<file path="config.mk">
export PLATFORM = sky130hd
export DESIGN_NAME = iwmd_sqrt
export DESIGN_NICKNAME = d
export VERILOG_FILES = /design/src/rtl/core/iwmd_pkg.sv /design/src/rtl/core/iwmd_sqrt.sv
export SDC_FILE = /design/constraint.sdc
export NUM_CORES = 1
export LEC_CHECK = 0
export BUFFER_PORTS_ARGS = -buffer_cell sky130_fd_sc_hd__buf_4
export CAP_MARGIN = 20
export CORE_MARGIN = 2
export CORE_UTILIZATION = 54
export DETAILED_ROUTE_END_ITERATION = 10
export GPL_TIMING_DRIVEN = 0
export PLACE_DENSITY = 0.77
export SYNTH_ARGS = -nofsm -noshare
export SYNTH_HDL_FRONTEND = slang
export SYNTH_SLANG_ARGS = --single-unit
</file>
<file path="constraint.sdc">
create_clock -name clock -period 3.4 [get_ports clock]
set_input_delay 0.68 -clock clock [delete_from_list [all_inputs] [get_ports clock]]
set_output_delay 0.68 -clock clock [all_outputs]
set_load 0.005 [all_outputs]
</file>
<file path="src/rtl/core/iwmd_pkg.sv">
// Package for the interface solvent minimum-distance block.
// Shared types, constants and opcodes; no dependencies.
`default_nettype none
package iwmd_pkg;
   localparam int MaxAtoms   = 4096;
   localparam int MaxSolvent = 1024;
   localparam int FracBits   = 8;
   localparam int AccWidth   = 40;
   localparam int AtomAw     = $clog2(MaxAtoms);
   localparam int SlotAw     = $clog2(MaxSolvent);
   localparam int FillW      = AtomAw + 1;
   localparam int CoordW     = 24;
   localparam int DiffW      = CoordW + 1;
   localparam int SqW        = 2 * DiffW;
   localparam int DistW      = SqW + 2;
   localparam int RootW      = DistW / 2;
   localparam logic [DistW-1:0] CapSq = DistW'(400) << (2 * FracBits);
   localparam logic [AccWidth-1:0] AccMax = '1;

   typedef enum logic [1:0] {
      OP_CLEAR = 2'd0,
      OP_LOAD  = 2'd1,
      OP_QUERY = 2'd2,
      OP_NONE  = 2'd3
   } op_type;

   typedef enum logic [2:0] {
      ST_IDLE,
      ST_CLEAR,
      ST_SCAN,
      ST_ROOT,
      ST_ACC_RD,
      ST_ACC_WR
   } state_type;

   typedef struct packed {
      logic signed [CoordW-1:0] x;
      logic signed [CoordW-1:0] y;
      logic signed [CoordW-1:0] z;
   } point_type;

   typedef struct packed {
      logic             start;
      logic [DistW-1:0] value;
   } root_req_type;
endpackage
`default_nettype wire

</file>
<file path="src/rtl/core/iwmd_sqrt.sv">
// Bit-serial floor square root, one result bit per cycle.
// Depends on iwmd_pkg.
`default_nettype none
module iwmd_sqrt import iwmd_pkg::*; (
   input  wire logic               clock,
   input  wire logic               reset,
   input  wire root_req_type       req,
   output logic                    done,
   output logic [RootW-1:0]        root
);
   logic [DistW-1:0] rem_ff, rem_in;
   logic [DistW-1:0] val_ff, val_in;
   logic [RootW-1:0] res_ff, res_in;
   logic [$clog2(RootW+1)-1:0] cnt_ff, cnt_in;
   logic busy_ff, busy_in;
   logic [DistW-1:0] trial;
   logic [DistW-1:0] rem_sh;
   logic [DistW-1:0] rem_nx;
   logic [RootW-1:0] res_nx;
   logic last;

   // one restoring step on the current remainder
   always_comb begin
      rem_sh = {rem_ff[DistW-3:0], val_ff[DistW-1 -: 2]};
      trial  = DistW'({res_ff, 2'b01});
      if (rem_sh >= trial) begin
         rem_nx = rem_sh - trial;
         res_nx = {res_ff[RootW-2:0], 1'b1};
      end else begin
         rem_nx = rem_sh;
         res_nx = {res_ff[RootW-2:0], 1'b0};
      end
   end

   assign last = (cnt_ff == ($clog2(RootW+1))'(RootW - 1));

   always_comb begin
      rem_in  = rem_ff;
      val_in  = val_ff;
      res_in  = res_ff;
      cnt_in  = cnt_ff;
      busy_in = busy_ff;
      if (req.start) begin
         rem_in  = '0;
         val_in  = req.value;
         res_in  = '0;
         cnt_in  = '0;
         busy_in = 1'b1;
      end else if (busy_ff) begin
         val_in = {val_ff[DistW-3:0], 2'b00};
         rem_in = rem_nx;
         res_in = res_nx;
         cnt_in = cnt_ff + 1'b1;
         if (last) busy_in = 1'b0;
      end
   end

   always_ff @(posedge clock) begin
      rem_ff <= rem_in;
      val_ff <= val_in;
      res_ff <= res_in;
      cnt_ff <= cnt_in;
      if (reset) busy_ff <= 1'b0;
      else busy_ff <= busy_in;
   end

   // done marks the cycle of the last step; a new start may follow at once
   assign done = busy_ff && last;
   assign root = res_nx;
endmodule
`default_nettype wire

</file>
==> summary.md <==
The critical path runs through a total of 9 cells. The congestion estimate from routability-driven global placement came to 0.939. The smallest hold slack was 0.407 ns.

The leading cell type by number of instances after synthesis was sky130_fd_sc_hd__nor2_1. The clock reaches the later pin of the worst-skew pair after 0.43 ns. The antenna cell count came out at 0. Worst-margin pin slew: 0.944 ns.

Counting instances, the worst hold path has a depth of 2. The number of storage elements in the synthesis netlist is 134. The setup-violating endpoint count in the final report was 1. The clock slew at the register clock pins of the worst setup and hold paths came out at 0.06 ns. The total buffers and inverters traversed by the critical path was 4. The final setup slack of the worst path is -0.356 ns. The detailed router placed 6721 vias in this run. Synthesis handed over a netlist of 842 instances. The first global-routing pass estimated 31.9 mm of wire. The chip width came out at 124 µm. The worst pin sits at a relative slew slack of 36.8%. Counting cells, the worst reg-to-reg path comes to 11. The cell sitting at the root of the clock tree is a sky130_fd_sc_hd__clkbuf_16.

In this run the remaining antenna-violating nets after routing total 0. By area the synthesized netlist is led by sky130_fd_sc_hd__dfxtp_1 (21%), sky130_fd_sc_hd__edfxtp_1 (20%), sky130_fd_sc_hd__mux2_2 (7.2%). Setup repair after global routing could not meet its margin everywhere. The maximum root-to-sink buffer count was 2. For the number of I/O pins, the log shows 82. The class of the tightest hold or removal check is primary input to register. The number of different library cells used by synthesis comes to 68. The level count of the clock H-tree was 4; the count of max-cap constraint violations was 0.

The share of synthesized area occupied by flip-flops and latches is 40.9%. The dominant synthesized flop cell is sky130_fd_sc_hd__dfxtp_1. The run gives 266 MHz as the maximum achievable frequency. For the finished layout, the period the worst path requires is 3.76 ns.

Data on the critical path is required at its endpoint by 2.72 ns. Summing all non-filler instances in the final layout gives an area of 9580 µm². The total power per unit cell area works out to 589 nW/µm². In this run the cell area measured after placement is 8670 µm². Number of nets in the synthesized netlist: 927.

The library cell with the largest summed area after synthesis was sky130_fd_sc_hd__dfxtp_1. The tools report the capture point of the worst reg-to-reg path as rem_ff[15]$_SDFFE_PP0P_. The post-synthesis to final-layout area growth was 22.3%; the number of buffers added to fix hold violations after cts was 0. For this run, design rule violations remaining after detail routing come to 0. The number of inserted filler cells in the final layout was 1099. After the first detailed-routing iteration, the DRC count stood at 509.

Data arrives at the worst endpoint at 3.08 ns. On the worst path, the slowest cell contributes a delay of 0.53 ns. The core region area is 14000 µm², and the maximum number of pins on one net before global-route repair is 38.

The critical path class is register to output pin. The share of cells above drive strength 1 was 28.5%; the total power consumption of the routed design was 5.64 mW. The fraction of registers with async set/reset is 0%. Count of flip-flops with a built-in enable after synthesis: 52. Sorting the synthesized cells by how often they occur yields sky130_fd_sc_hd__nor2_1 (102), sky130_fd_sc_hd__dfxtp_1 (82), sky130_fd_sc_hd__nand2_1 (81).

Fraction of synthesized cell area taken by the top area cell type: 21.0%. Traced cell by cell, the critical path runs through or4_4 > or3_4 > or3_4 > or4_4 > nor3_4 > inv_2 > buf_8 > buf_8 > buf_6. The netlist area before placement was 7830 µm²; the number of global-route vias before repair was 6468. Clock skew on the completed layout was measured at 0.00739 ns. Across the VDD grid, the largest voltage drop is 0.412 mV. TritonCTS built the clock tree.

The routed wire length per instance was 17.6 µm; the number of antenna violations at the first check in global routing was 0. During placement, the flow inserted port buffers numbering 80. The first detailed-routing pass took 5 iterations. Of the available clock period, the critical path in the final layout requires 110%. The wire-length estimate of the detail-placed layout is 13.8 mm. The run gives 25.6% as the global routing usage summed across all routing layers.

The final layout contains 1030 nets. The final-report max-slew violation count was 0. Startpoint kind of the worst setup timing path: a register. Using the TritonRoute via totals, the vias-per-cell ratio works out to 5.91. The static leakage is 3.82 nW, and the number of synthesis warnings is 0.

From bottom edge to top edge, the die measures 124 µm. For the total routed wirelength, the log shows 20.0 mm. Mean instance size in the synthesized netlist: 9.30 µm². The startpoint identified for the worst register-to-register timing path is rem_ff[38]$_SDFFE_PP0P_. The kind of cell adding the most delay to the critical path is simple AND/OR/NAND/NOR gates. The endpoint of the worst setup timing path was root[0].

The final cell utilization of the core was 68.2%; the cell row count was 43. The run finished, with violations left. The die covers 15500 µm². The checks that failed: setup timing.

The library cell contributing the largest single delay on the critical path is sky130_fd_sc_hd__or4_4. The tools report the kind of end point of the critical path as an output pin. The critical path starts at rem_ff[38]$_SDFFE_PP0P_. Counting every sink on the clock net gives 134.

TritonCTS created 17 clock buffers. In this run the register-to-register setup slack is 0.11 ns. For this run the aggregate overflow at the end of global routing stands at 0. The critical-path maximum fanout was 2; the starting utilization of the core area was 55.7%. The count of endpoints failing hold in the final timing report is 0.
==> power breakdown <==
group          switching (mW)  internal [mW]  total [mW]  leakage, nW
sequential              0.116           1.84        1.95         1.20
combinational            1.07          0.832        1.90         2.35
clock                   0.765           1.02        1.79        0.276
==> layout by cell type (no fill, tap or decap), types with 14 or more instances in the layout <==
master and count:
sky130_fd_sc_hd__buf_4 119, sky130_fd_sc_hd__nor2_1 100, sky130_fd_sc_hd__nand2_1 80, sky130_fd_sc_hd__dfxtp_1 74, sky130_fd_sc_hd__edfxtp_1 52, sky130_fd_sc_hd__mux2_2 50
sky130_fd_sc_hd__inv_1 38, sky130_fd_sc_hd__clkbuf_1 33, sky130_fd_sc_hd__a21oi_1 31, sky130_fd_sc_hd__mux2i_1 29, sky130_fd_sc_hd__a311oi_1 24, sky130_fd_sc_hd__xnor2_1 24
sky130_fd_sc_hd__o21ai_0 21, sky130_fd_sc_hd__a211oi_1 17, sky130_fd_sc_hd__clkbuf_16 17, sky130_fd_sc_hd__ha_1 15, sky130_fd_sc_hd__xor2_1 14
==> flip-flops by register name, indices dropped and copies added (netlist names) <==
register and flops:
busy_ff 1, cnt_ff 5, rem_ff 50, res_ff 26, val_ff 52
==> how the worst min path moves through the flow <==
stage                            startpoint                       to  slack [ns]
detailed placement  rem_ff[14]$_SDFFE_PP0P_  rem_ff[14]$_SDFFE_PP0P_        0.48
finish                                reset       busy_ff$_SDFF_PP0_        0.41
floorplan           rem_ff[14]$_SDFFE_PP0P_  rem_ff[14]$_SDFFE_PP0P_        0.44
CTS                                   reset       busy_ff$_SDFF_PP0_        0.39
global placement    rem_ff[14]$_SDFFE_PP0P_  rem_ff[14]$_SDFFE_PP0P_        0.46
global route                          reset       busy_ff$_SDFF_PP0_        0.40
==> per-stage QoR <==
stage | cells | setup slack (ns) | TNS (ns)
after floorplan | 842 | 0.00638 | 0
after CTS | 1141 | -0.411 | -0.411
after global placement | 1102 | -0.556 | -23.07
after global routing | 1138 | -0.413 | -0.413
final | 1138 | -0.356 | -0.356
after detailed placement | 1103 | -0.517 | -3.19
==> layer usage <==
metal,GRT usage (%),part of all wire [%],vias up
met5,0,0,-
met3,7.69,8.3,53
met2,40.6,46,258
met1,32.3,43,3188
met4,10.9,2.8,0
li1,-,-,3222
==> cell families after synthesis <==
group	Yosys count	share of synthesized area [%]
AOI/OAI and AO/OA	163	14.7
xor gates and xnor gates	38	4.25
DFF	134	40.9
and+or+nand+nor	279	17.1
adders and majority gates	30	4.80
buffers and inverters	119	7.32
muxes	79	10.9
==> final cells by class <==
class / instances / area (µm²) / area share [%]
Tap cell: 180 / 225 / 2.35
Buffer: 65 / 384 / 4.01
Clock inverter: 15 / 144 / 1.50
Clock buffer: 17 / 425 / 4.44
Sequential cell: 134 / 3220 / 33.6
Multi-Input combinational cell: 590 / 4290 / 44.8
Inverter: 41 / 154 / 1.61
Timing Repair Buffer: 96 / 737 / 7.70
==> worst register-to-register path: cells and delay by family, from the launching register on <==
family | cells | cell delay, ns
flops | 1 | 0.32
simple gates | 6 | 2.06
buf+inv | 4 | 0.64
compound gates | 1 | 0.10
==> timing repair <==
item | 4_1_cts | 5_1_grt
setup buffers | 14 | 2
pin swaps | 6 | 7
setup endpoints to repair | 44 | 10
cloned | 0 | 1
gates resized for setup | 19 | 45
No activity file was read; power rests on OpenSTA's default activity.
